[src/rtl/kedar_pkg.sv]
package kedar_pkg;

	localparam int KEYS_PER_ROW = 10;
	localparam int TS_W         = 48;
	localparam int CFG_W        = 24;
	localparam int KEY_W        = 7;
	localparam int POS_W        = 4;

	// row split by reciprocal multiply: exact for every 7-bit key number
	localparam int DIV_SH  = 11;
	localparam int DIV_MUL = (2**DIV_SH + KEYS_PER_ROW - 1) / KEYS_PER_ROW;
	localparam int PROD_W  = KEY_W + DIV_SH + 1;

	localparam logic [CFG_W-1:0] DELAY_RST  = CFG_W'(400000);
	localparam logic [CFG_W-1:0] PERIOD_RST = CFG_W'(45000);

	// register index taken from paddr[2]
	localparam logic REG_DELAY  = 1'b0;
	localparam logic REG_PERIOD = 1'b1;

	typedef enum logic [1:0] {
		CMD_POLL   = 2'd0,
		CMD_EVENT  = 2'd1,
		CMD_DETACH = 2'd2
	} cmd_t;

	typedef struct packed {
		logic [1:0]      cmd;
		logic [7:0]      event_code;
		logic            key_repeats;
		logic [TS_W-1:0] now_us;
	} item_t;

	typedef struct packed {
		logic             hit;
		logic [POS_W-1:0] row;
		logic [POS_W-1:0] col;
		logic             pressed;
	} res_t;

	typedef struct packed {
		logic [POS_W-1:0] row;
		logic [POS_W-1:0] col;
	} pos_t;

	// zero-based key number to matrix position, low 4 bits of each
	function automatic pos_t key_split(input logic [KEY_W-1:0] key);
		logic [PROD_W-1:0] prod;
		logic [KEY_W-1:0]  quo;
		logic [KEY_W-1:0]  rem;
		pos_t              p;
		prod  = PROD_W'(key) * PROD_W'(DIV_MUL);
		quo   = prod[DIV_SH +: KEY_W];
		rem   = key - quo * KEY_W'(KEYS_PER_ROW);
		p.row = quo[POS_W-1:0];
		p.col = rem[POS_W-1:0];
		return p;
	endfunction

endpackage

[src/rtl/kedar_hold.sv]
module kedar_hold
	import kedar_pkg::*;
(
	input  logic             clk,
	input  logic             arst_n,
	input  item_t            item,
	input  logic             step,
	input  logic [CFG_W-1:0] delay_us,
	input  logic [CFG_W-1:0] period_us,
	output res_t             res
);

	logic             active_q;
	logic [POS_W-1:0] row_q;
	logic [POS_W-1:0] col_q;
	logic [TS_W-1:0]  deadline_q;

	logic [KEY_W-1:0] num;
	logic [KEY_W-1:0] key;
	pos_t             pos;
	logic             press;
	logic             due;
	logic [TS_W-1:0]  dl_delay;
	logic [TS_W-1:0]  dl_period;

	logic             active_d;
	logic             load_key;
	logic             load_dl;
	logic [TS_W-1:0]  deadline_d;

	assign num       = item.event_code[KEY_W-1:0];
	assign key       = num - KEY_W'(1);
	assign pos       = key_split(key);
	assign press     = item.event_code[7];
	assign due       = item.now_us >= deadline_q;
	assign dl_delay  = item.now_us + TS_W'(delay_us);
	assign dl_period = item.now_us + TS_W'(period_us);

	always_comb begin
		res        = '0;
		active_d   = active_q;
		load_key   = 1'b0;
		load_dl    = 1'b0;
		deadline_d = dl_period;
		unique case (item.cmd)
			CMD_POLL: begin
				if (active_q && due) begin
					res.hit     = 1'b1;
					res.row     = row_q;
					res.col     = col_q;
					res.pressed = 1'b1;
					load_dl     = 1'b1;
				end
			end
			CMD_DETACH: begin
				active_d = 1'b0;
			end
			CMD_EVENT: begin
				if (num != '0) begin
					res.hit     = 1'b1;
					res.row     = pos.row;
					res.col     = pos.col;
					res.pressed = press;
					if (press) begin
						active_d = item.key_repeats;
						if (item.key_repeats) begin
							load_key   = 1'b1;
							load_dl    = 1'b1;
							deadline_d = dl_delay;
						end
					end else if (active_q && pos.row == row_q && pos.col == col_q) begin
						active_d = 1'b0;
					end
				end
			end
			default: begin
			end
		endcase
	end

	always_ff @(posedge clk or negedge arst_n) begin
		if (!arst_n) begin
			active_q   <= 1'b0;
			row_q      <= '0;
			col_q      <= '0;
			deadline_q <= '0;
		end else if (step) begin
			active_q <= active_d;
			if (load_key) begin
				row_q <= pos.row;
				col_q <= pos.col;
			end
			if (load_dl) begin
				deadline_q <= deadline_d;
			end
		end
	end

endmodule

[src/rtl/key_event_decode_autorepeat.sv]
// Path: a request is held in the input register and its report in the output register.
// Throughput: one request per cycle unless a report meets a full output register not taken;
//   the hold state is read and updated between the input and result registers.
// Reset: arst_n clears both valid flags, the hold state and the deadline, and
//   loads the repeat delay (400000 us) and period (45000 us) registers.
module key_event_decode_autorepeat
	import kedar_pkg::*;
(
	input  logic        clk,
	input  logic        arst_n,
	// slave side: requests
	input  logic        s_axis_tvalid,
	output logic        s_axis_tready,
	input  logic [63:0] s_axis_tdata,  // event_code[7:0], key_repeats[8], now_us[56:9], zero
	input  logic [1:0]  s_axis_tuser,  // cmd[1:0]
	// master side: key reports
	output logic        m_axis_tvalid,
	input  logic        m_axis_tready,
	output logic [15:0] m_axis_tdata,  // row[3:0], col[7:4], pressed[8], zero
	// configuration
	input  logic        psel,
	input  logic        penable,
	input  logic        pwrite,
	input  logic [2:0]  paddr,
	input  logic [31:0] pwdata,
	output logic [31:0] prdata,
	output logic        pready
);

	// Configuration registers: delay at 0x0, period at 0x4.
	logic [CFG_W-1:0] delay_q;
	logic [CFG_W-1:0] period_q;
	logic             cfg_wr;

	assign pready = 1'b1;
	assign cfg_wr = psel && penable && pwrite && pready;
	assign prdata = (paddr[2] == REG_PERIOD) ? 32'(period_q) : 32'(delay_q);

	always_ff @(posedge clk or negedge arst_n) begin
		if (!arst_n) begin
			delay_q  <= DELAY_RST;
			period_q <= PERIOD_RST;
		end else if (cfg_wr) begin
			if (paddr[2] == REG_DELAY) begin
				delay_q <= pwdata[CFG_W-1:0];
			end else begin
				period_q <= pwdata[CFG_W-1:0];
			end
		end
	end

	// Input register: hold one request until the hold logic has taken it.
	logic  v_s1;
	item_t item_s1;
	logic  s_acc;
	logic  adv;
	res_t  res;

	// Output register, doubling as the skid stage toward m_axis.
	logic             out_v_q;
	logic [POS_W-1:0] out_row_q;
	logic [POS_W-1:0] out_col_q;
	logic             out_pr_q;

	// Advance the input stage unless it makes a report and the output
	// register is still full and not being taken this cycle.
	assign adv           = v_s1 && (!res.hit || !out_v_q || m_axis_tready);
	assign s_axis_tready = !v_s1 || adv;
	assign s_acc         = s_axis_tvalid && s_axis_tready;

	always_ff @(posedge clk or negedge arst_n) begin
		if (!arst_n) begin
			v_s1 <= 1'b0;
		end else if (s_acc) begin
			v_s1 <= 1'b1;
		end else if (adv) begin
			v_s1 <= 1'b0;
		end
	end

	always_ff @(posedge clk) begin
		if (s_acc) begin
			item_s1.cmd         <= s_axis_tuser;
			item_s1.event_code  <= s_axis_tdata[7:0];
			item_s1.key_repeats <= s_axis_tdata[8];
			item_s1.now_us      <= s_axis_tdata[56:9];
		end
	end

	// Decode, deadline check and hold update all happen in this one step.
	kedar_hold u_hold (
		.clk       (clk),
		.arst_n    (arst_n),
		.item      (item_s1),
		.step      (adv),
		.delay_us  (delay_q),
		.period_us (period_q),
		.res       (res)
	);

	always_ff @(posedge clk or negedge arst_n) begin
		if (!arst_n) begin
			out_v_q <= 1'b0;
		end else if (adv && res.hit) begin
			out_v_q <= 1'b1;
		end else if (m_axis_tready) begin
			out_v_q <= 1'b0;
		end
	end

	always_ff @(posedge clk) begin
		if (adv && res.hit) begin
			out_row_q <= res.row;
			out_col_q <= res.col;
			out_pr_q  <= res.pressed;
		end
	end

	assign m_axis_tvalid = out_v_q;
	assign m_axis_tdata  = {7'b0, out_pr_q, out_col_q, out_row_q};

endmodule

[config.mk]
export PLATFORM = sky130hd
export DESIGN_NAME = key_event_decode_autorepeat
export DESIGN_NICKNAME = d
export VERILOG_FILES = /design/src/rtl/kedar_pkg.sv /design/src/rtl/kedar_hold.sv /design/src/rtl/key_event_decode_autorepeat.sv
export SDC_FILE = /design/constraint.sdc
export NUM_CORES = 1
export LEC_CHECK = 0
export BUFFER_PORTS_ARGS = -buffer_cell sky130_fd_sc_hd__buf_4
export CORE_MARGIN = 8
export CORE_UTILIZATION = 30
export DETAILED_ROUTE_END_ITERATION = 16
export GPL_ROUTABILITY_DRIVEN = 0
export PLACE_DENSITY = 0.52
export SYNTH_ARGS = -nofsm -noshare
export SYNTH_HDL_FRONTEND = slang
export SYNTH_SLANG_ARGS = --single-unit
[constraint.sdc]
create_clock -name clk -period 6.48 [get_ports clk]
set_input_delay 0.324 -clock clk [delete_from_list [all_inputs] [get_ports clk]]
set_output_delay 0.324 -clock clk [all_outputs]
set_load 0.01 [all_outputs]
After elaboration in Yosys (flattened, before gate mapping)
Index checks and enable logic that the tools add are counted.
- flip-flop bits (word level): 175
- add/sub/neg operators: 4
- multipliers: 2
- order comparisons: 1
- equal/unequal tests: 6
- muxes and demuxes: 22
- bitwise operators: 1
- reductions and logical operators: 24
- operator list (operator ; count):
    2-to-1 mux 48 bit ; 4
    adder 48 x 24 -> 48 bit ; 2
    greater-or-equal comparator 48 bit ; 1
    2-to-1 mux 24 bit ; 1
    2-to-1 mux 10 bit ; 2
    one-hot mux 10 bit (2 select lines) ; 1
    multiplier 7 x 8 -> 15 bit, second input constant ; 1
    2-to-1 mux 1 bit ; 12
    == test 4 bit ; 2
    logical AND 1 bit ; 8
    AND reduction 2 bit ; 4
    nonzero test 7 bit ; 1
    subtractor 7 x 1 -> 7 bit, second input constant ; 1
    nonzero test 2 bit ; 3
    multiplier 4 x 3 -> 3 bit, second input constant ; 1
    one-hot mux 1 bit (2 select lines) ; 2
    AND reduction 4 bit ; 1
    subtractor 4 bit ; 1
    logical NOT 1 bit ; 3
    logical OR 1 bit ; 3
    != test 3 x 2 -> 1 bit, second input constant ; 1
    == test 2 x 1 -> 1 bit, second input constant ; 1
    == test 2 bit, second input constant ; 1
    logical NOT 2 bit ; 1
    other kinds (2) ; 2

Logic depth before layout (Yosys ltp)
Gate-level depths: netlist (run 1).
- depth after elaboration: 13
- mapped depth: 26

Hierarchy
A second synthesis (run 1) with hierarchy kept.
- cell total of the unflattened synthesis: 1198
- area total of the unflattened synthesis: 12472.0 sq um
- modules (own cells, without submodules) (module ; instances ; cells an instance ; area an instance (sq um) ; seq. area each (sq um)):
    kedar_hold ; 1 ; 972 ; 7978.9 ; 1426.4
    key_event_decode_autorepeat ; 1 ; 226 ; 4493.1 ; 3311.9

Worst setup path after synthesis (run 1)
Ideal clock, no wire load.
- path type: reg2reg
- start: reg item_s1[49] in the netlist's numbering
- end: reg u_hold.active_q
- arrival time: 5.611 ns
- data required time: 6.350 ns
- setup slack: 0.739 ns
- stages on the path, launching flop included: 25
- path buffers: 0
- cell sequence: edfxtp_1 > nor3_1 > nor3b_1 > xnor2_1 > xor2_1 > inv_1 > fa_1 > inv_1 > ha_1 > inv_1 > fa_1 > inv_1 > ha_1 > a211o_1 > a311oi_1 > o21ai_1 > nand2_1 > xnor2_1 > xnor2_1 > ha_1 > a311oi_2 > xor3_1 > mux2i_1 > o41ai_1 > a21oi_1
- word-level cells in the longest chain between the ends: 8
- RTL lines (what ; line ; RTL):
    start: declaration ; key_event_decode_autorepeat.sv:54 ; item_t item_s1;
    subtractor 7 x 1 -> 7 bit or nonzero test 7 bit (tied branches) ; kedar_hold.sv:32, kedar_hold.sv:59 ;
    multiplier 7 x 8 -> 15 bit or 2-to-1 mux 10 bit (tied branches) ; kedar_pkg.sv:52, kedar_hold.sv:59 ;
    multiplier 4 x 3 -> 3 bit or one-hot mux 10 bit (2 select lines) (tied branches) ; kedar_pkg.sv:54, kedar_hold.sv:45 ;
    subtractor 4 bit or logical NOT 1 bit (tied branches) ; kedar_pkg.sv:54, key_event_decode_autorepeat.sv:67 ;
    == test 4 bit or logical OR 1 bit (tied branches) ; kedar_hold.sv:71, key_event_decode_autorepeat.sv:67 ;
    logical AND 1 bit or logical OR 1 bit (tied branches) ; kedar_hold.sv:71, key_event_decode_autorepeat.sv:67 ;
    != test 3 x 2 -> 1 bit (no line) or logical AND 1 bit (tied branches) ; -- ;
    AND reduction 4 bit (no line) (*) ; -- ;
    end signal: assignment ; kedar_hold.sv:88 ; active_q <= active_d;
    end: declaration ; kedar_hold.sv:13 ; logic active_q;
Mark *: on every way between the ends. The rest lies on a longest branch, timed or not.
A chain may end at the register's enable or synchronous reset.

Worst setup path after layout (run 1)
- start: reg item_s1[49] in the netlist's numbering
- end: reg u_hold.active_q
- word-level cells in the longest chain between the ends: 8
- RTL lines (what ; line ; RTL):
    subtractor 7 x 1 -> 7 bit (*) ; kedar_hold.sv:32 ; assign key = num - KEY_W'(1);
    via u_hold.key[0] ; kedar_hold.sv:19 ; logic [KEY_W-1:0] key;
    multiplier 7 x 8 -> 15 bit ; kedar_pkg.sv:52 ; prod = PROD_W'(key) * PROD_W'(DIV_MUL);
    multiplier 4 x 3 -> 3 bit ; kedar_pkg.sv:54 ; rem = key - quo * KEY_W'(KEYS_PER_ROW);
    subtractor 4 bit ; kedar_pkg.sv:54 ;
    == test 4 bit ; kedar_hold.sv:71 ; end else if (active_q && pos.row == row_q && pos.col == col_q) begin
    logical AND 1 bit (*) ; kedar_hold.sv:71 ;
    != test 3 x 2 -> 1 bit (no line) (*) ; -- ;
    AND reduction 4 bit (no line) (*) ; -- ;
Mark *: on every way through the listed nets, which the timed path passes. The rest lies on a longest branch.

==> results of run 1 <==
## stage by stage
stage | cells | hold WS, ns
after floorplan | 1195 | 0.0284
after global placement | 1809 | 0.316
after detailed placement | 1809 | 0.320
after CTS | 1842 | 0.00664
after global routing | 1842 | 0.00403
final | 1842 | 0.0389
## final cells by class
| class | count | area [µm²] |
|---|---|---|
| clock inverter | 14 | 155 |
| timing repair buffer | 139 | 1050 |
| fill | 4017 | 25500 |
| clock buffer | 18 | 429 |
| sequential | 175 | 4740 |
| multi-input combinational | 875 | 6700 |
| inverter | 96 | 360 |
| tap | 525 | 657 |
## sequential cells by signal, summed over array words and instances, names as in the netlist
register and cells:
delay_q 24, item_s1 59, m_axis_tvalid 1, out_col_q 4, out_pr_q 1, out_row_q 4
period_q 24, u_hold.active_q 1, u_hold.col_q 4, u_hold.deadline_q 48, u_hold.row_q 4, v_s1 1
## logic make-up (layout without fill, tap and decap cells)
group | Yosys count | after routing | share of synthesized area
AO/OA/AOI/OAI | 280 | 280 | 0.153
adder cells (fa/ha/maj) | 140 | 140 | 0.153
other | 2 | 16 | 0.000629
XOR/XNOR | 66 | 66 | 0.0509
AND/OR/NAND/NOR | 291 | 291 | 0.117
multiplexers | 82 | 82 | 0.0767
buffers and inverters | 145 | 267 | 0.0517
flip-flops | 175 | 175 | 0.397
## power by group through the flow
stage | logic, W | clock network [W] | registers, W
floorplan | 0.00155 | 0 | 0.00158
global placement | 0.00201 | 0 | 0.00163
detailed placement | 0.00204 | 0 | 0.00163
CTS | 0.00206 | 0.00111 | 0.00161
global route | 0.00234 | 0.00115 | 0.00165
finish | 0.00205 | 0.00107 | 0.00161
## final timing paths
check	from	to	slack (ns)	cells past startpoint
worst max-delay path	item_s1[49]$_DFFE_PP_	u_hold.active_q$_DFFE_PN0P_	0.49	22
worst min-delay path	s_axis_tdata[21]	item_s1[12]$_DFFE_PP_	0.04	1
worst max register to register	item_s1[49]$_DFFE_PP_	u_hold.active_q$_DFFE_PN0P_	0.49	22
worst min register to register	u_hold.deadline_q[22]$_DFFE_PN0P_	u_hold.deadline_q[22]$_DFFE_PN0P_	0.50	1
max in group asynchronous	arst_n	u_hold.col_q[0]$_DFFE_PN0P_	4.66	3
min in group asynchronous	arst_n	delay_q[16]$_DFFE_PN0P_	0.38	2
## critical path, stage by stage, from the launching register on
cell      delay [ns]
edfxtp_1        0.42
inv_1           0.13
ha_1            0.21
xor2_1          0.56
ha_1            0.38
ha_1            0.20
fa_1            0.48
inv_1           0.06
fa_1            0.50
inv_1           0.04
ha_1            0.18
a211o_1         0.29
a311oi_2        0.33
o21ai_1         0.20
nand2_1         0.14
xnor2_2         0.16
xnor2_1         0.11
ha_1            0.23
a311oi_2        0.31
xor3_1          0.40
mux2i_1         0.13
o41ai_1         0.27
a21oi_1         0.11
## layer usage
layer	vias to the layer above	wire length (µm)	share of wire
li1	4494	-	-
met1	4380	15500	0.48
met2	140	15100	0.47
met3	15	1150	0.036
met4	0	287	0.0090
met5	-	0	0
## cells in the mapped netlist, drive strengths merged, types with 23 or more instances
master,count
a21o,37
xnor2,31
a31oi,23
inv,96
mux2,76
clkbuf,28
o21ai,55
edfxtp,68
dfrtp,92
ha,130
nand3,32
nor2,86
a21oi,77
xor2,33
nand2,72
## placed cells by master (no fill, tap or decap), drive strengths merged, types with 10 or more instances in the layout
cell type,Yosys,routed
a21oi,77,77
dfstp,15,15
inv,96,104
fa,10,10
nor3,15,15
nand2,72,72
a21o,37,37
edfxtp,68,68
nand4,16,16
nor2,86,86
mux2,76,76
buf,21,138
a211oi,15,15
and3,10,10
xnor2,31,31
a31oi,23,23
dfrtp,92,92
o21ai,55,55
o21a,10,10
xor2,33,33
ha,130,130
nand3,32,32
clkbuf,28,18
conb,2,16
nand2b,13,13
## what timing repair did
action                                  CTS  global route
endpoints found under the setup margin    0             1
endpoints found under the hold margin    21             0
resized for setup                         0             6
hold buffers                              1             0
==> run metrics, run 1 <==
outcome=complete, no violations; # Max-Cap Violations=0; ratio of cells with drive above 1 in the final layout=0.216; initial antenna violation count=0; # port buffers=125; crit end category=flip-flop; CP Data Arrival Time=6.33 ns; unrepaired setup endpoints after global routing=false; Synth-to-Final Area Change=18.0%; post-synthesis sequential area ratio=0.397; top_reg_cell synth=dfrtp_1; total number of vias=9029; Post-DP Area=13500 µm²; synthesized instance count=1181; Hold Fails Final Rpt=0; skew final=0.0120 ns; met2 Track Usage GR=0.232; pre-CTS setup slack=0.199 ns; leak pwr=6.38 nW; Reg power frac=0.341; Post-synth EDFFs=68; Std-Cell Rows=73; critical path type=reg -> reg; die area=46500 µm²; fin worst setup slack=0.489 ns; Comb pwr share=0.433; DRT antenna net count=0; CTS sink count=175; Seq cells post-synth=175; top cells by area, synth=dfrtp_1, edfxtp_1, ha_1, mux2_2, dfstp_2; 1st-pass router iterations=5; clock share of power=0.226; Startpoint Class=flip-flop; final wirelength=32100 µm; Hold Path Class=in -> reg; Util after Layout=0.356; M1 GR Usage=0.184; peak supply drop=0.000162 V; Core Box Area=39500 µm²; Worst-path clk slew=0.08 ns; Netlist cell types=71; CTS root buffer=clkbuf_16; post-DR vias/cell=4.90; Max transition margin=0.303; vias in the first global route=9400; Post-CTS Setup Repair Bufs=0; switching pwr=0.00174 W; # diodes=0; gr ovfl total=0; global-route wire length before repair=51700 µm; Max Freq=167 MHz; setup total negative slack=0 ns; Sw Share=0.369; top-area cell type share of the netlist area=0.193; DRC violation total after the first TritonRoute iteration=369; final net count=1552; average wire per cell in the routed design=17.4 µm; CP Max Fanout=6; Initial Util=0.302; Final Max Tran Viols=0; DRC viols=0; Inserted Clock Buffers=17; Data required, critical path=6.81 ns; asr flop ratio synth=0.611; Clock H-tree levels=4; worst slew pin tran=1.05 ns; Power per Cell Area=336 nW/µm²; gr usage total=0.140; chip width=216 µm; mean post-synth cell area=10.1 µm²; Final Cell Area=14100 µm²; largest net degree at the start of global routing=74; Ys Warns=0; Max Root-Sink Buffers=2; final worst path period share=0.925; Most Crowded Layer GR=met2; die height=216 µm; Mapped Area=11900 µm²; met3 Use GR=0.0330; final setup violation count=0; Synth area leader=dfrtp_1; CTS tree=done; worst skew pair latency=0.46 ns; I/O pin count=159; total power draw=0.00473 W; Detailed Place HPWL=24200 µm; Int Pwr=0.00299 W; Tmin final=5.99 ns
Power figures use the tool's default switching activity.
==> run 2: changes to the inputs <==
Settings changed: CORE_UTILIZATION 30 to 53, PLACE_DENSITY 0.52 to 0.79, RECOVER_POWER set to 50.
==> run metrics, run 2 (synthesis gave the netlist of run 1 again) <==
worst skew pair latency=0.43 ns (-0.03 ns); CP Max Fanout=5 (-1); Tmin final=6.20 ns (+0.205 ns); crit end category=flip-flop; Post-DP Area=13100 µm² (-2.4%); initial antenna violation count=0 (unchanged); final worst path period share=0.956 (+0.0316); outcome=finished, violations left; leading cell type in the layout, fill and taps excluded=ha_1; skew final=0.0138 ns (+0.00182 ns); Crit-path slowest cell=fa_1; Biggest register=item_s1; Max Root-Sink Buffers=2 (unchanged); Hold Path Class=in -> reg; most frequent cell on the critical path=inv_1; Hold Fails Final Rpt=0 (unchanged); post-DR vias/cell=5.81 (+19%); ratio of cells with drive above 1 in the final layout=0.185 (-0.0318); final setup violation count=0 (unchanged); fillers=1809 (-55%); final wirelength=29000 µm (-9.4%); setup total negative slack=0 ns (unchanged); leak pwr=6.23 nW (-2.4%); # diodes=0 (unchanged); cells along the critical path=nor3_2, nor3b_2, xnor2_2, xor2_1, inv_1, fa_1, inv_1, ha_1, inv_1, fa_1, inv_1, ha_1, a211o_1, a311oi_2, o21ai_2, nand2_1, xnor2_1, xnor2_1, ha_1, a311oi_2, xor3_1, mux2i_1, o41ai_1, a21oi_1; # Max-Cap Violations=5 (+5); Data required, critical path=6.79 ns (-0.02 ns); Clock H-tree levels=4 (unchanged); Util after Layout=0.611 (+0.255); Core Box Area=22400 µm² (-43%); total number of vias=9301 (+3.0%); CTS tree=done; Worst-path clk slew=0.08 ns (about the same); final net count=1551 (-0.064%); # port buffers=125 (unchanged); failing checks=capacitance limit, slew limit; Max Freq=161 MHz (-3.3%); global-route wire length before repair=48400 µm (-6.4%); peak supply drop=0.000207 V (+28%); slowest cell delay on critical path=0.54 ns (-0.02 ns); Detailed Place HPWL=21200 µm (-12%); die height=166 µm (-23%); DRC viols=0 (unchanged); Power per Cell Area=346 nW/µm² (+3.0%); gr usage total=0.212 (+0.0720); most frequent cells in the layout=ha_1, inv_1, dfrtp_1; CP bufs+invs=4 (+1); gr ovfl total=0 (unchanged); Startpoint Class=flip-flop; Inserted Clock Buffers=17 (unchanged); Final Max Tran Viols=188 (+188); Initial Util=0.534 (+0.232); Max transition margin=-0.798 (-1.10); 1st-pass router iterations=5 (unchanged); worst slew pin tran=2.70 ns (+1.65 ns); DRT antenna net count=0 (unchanged); max FFs per register=59 (unchanged); average wire per cell in the routed design=18.1 µm (+4.2%); CTS root buffer=clkbuf_16; DRC violation total after the first TritonRoute iteration=678 (+84%); largest net degree at the start of global routing=90 (+22%); vias in the first global route=9709 (+3.3%); Final Cell Area=13700 µm² (-3.0%); Std-Cell Rows=55 (-25%); die area=27600 µm² (-41%); I/O pin count=159 (unchanged); biggest regs=item_s1: 59 flops, u_hold.deadline_q: 48 flops; hold_ws=0.0846 ns (+0.0457 ns); critical path type=reg -> reg; Synth-to-Final Area Change=14.4%; CP Data Arrival Time=6.50 ns (+0.17 ns); chip width=166 µm (-23%); CTS sink count=175 (unchanged); delay-heaviest family, CP=adder cells
run 2: cell count changes in the layout (fill, tap and decap cells not counted), moves of 5 or more:
| cell | previous run | this run |
|---|---|---|
| inv_6 | 7 | 2 |
| mux2_2 | 76 | 71 |
| buf_4 | 138 | 42 |
| clkbuf_1 | 1 | 36 |
| mux2_1 | 0 | 5 |
| clkbuf_4 | 0 | 57 |
run 2: per-layer routing:
layer / GRT usage / vias to the layer above / part of all wire
met4: 0.0668 / 0 / 0.020
met5: 0 / - / 0
met3: 0.0483 / 49 / 0.066
met2: 0.351 / 274 / 0.48
met1: 0.271 / 4494 / 0.43
li1: - / 4484 / -
run 2: cell type report:
type / count / area, µm² / share of cell area
clock buffers: 17 / 425 / 0.0311
clock inverters: 15 / 160 / 0.0117
inverters: 96 / 360 / 0.0264
multi-input cells: 875 / 6710 / 0.491
flip-flops and latches: 175 / 4740 / 0.347
well taps: 285 / 357 / 0.0261
repair buffers: 138 / 913 / 0.0669
run 2: worst paths after layout:
check	from	to	slack (ns)	cells past startpoint
hold reg to reg	u_hold.deadline_q[12]$_DFFE_PN0P_	u_hold.deadline_q[12]$_DFFE_PN0P_	0.50	1
setup reg to reg	item_s1[51]$_DFFE_PP_	u_hold.active_q$_DFFE_PN0P_	0.28	24
min in group asynchronous	arst_n	delay_q[6]$_DFFE_PN0P_	1.29	2
max in group asynchronous	arst_n	u_hold.deadline_q[13]$_DFFE_PN0P_	2.55	3
setup / recovery	item_s1[51]$_DFFE_PP_	u_hold.active_q$_DFFE_PN0P_	0.28	24
hold / removal	s_axis_tvalid	v_s1$_DFFE_PN0P_	0.08	2
run 2: timing repair:
item	in CTS	in global routing
gates resized for setup	1	8
hold buffers	1	0
pin swaps	0	1
setup buffers	0	2
endpoints found under the setup margin	1	3
endpoints found under the hold margin	43	0
run 2: metrics by stage:
step                std cells  worst slack (ns)  power, W
floorplan                1195             0.739   0.00313
global placement         1566             0.431   0.00356
detailed placement       1566             0.177   0.00365
CTS                      1599            0.0738   0.00474
global route             1601           -0.0661   0.00507
finish                   1601             0.284   0.00472
run 2: where the power goes:
group          switching [W]  internal, W  leakage (nW)
logic                0.00111     0.000955          4.03
registers           0.000181      0.00144          1.91
clock network       0.000471     0.000574         0.286
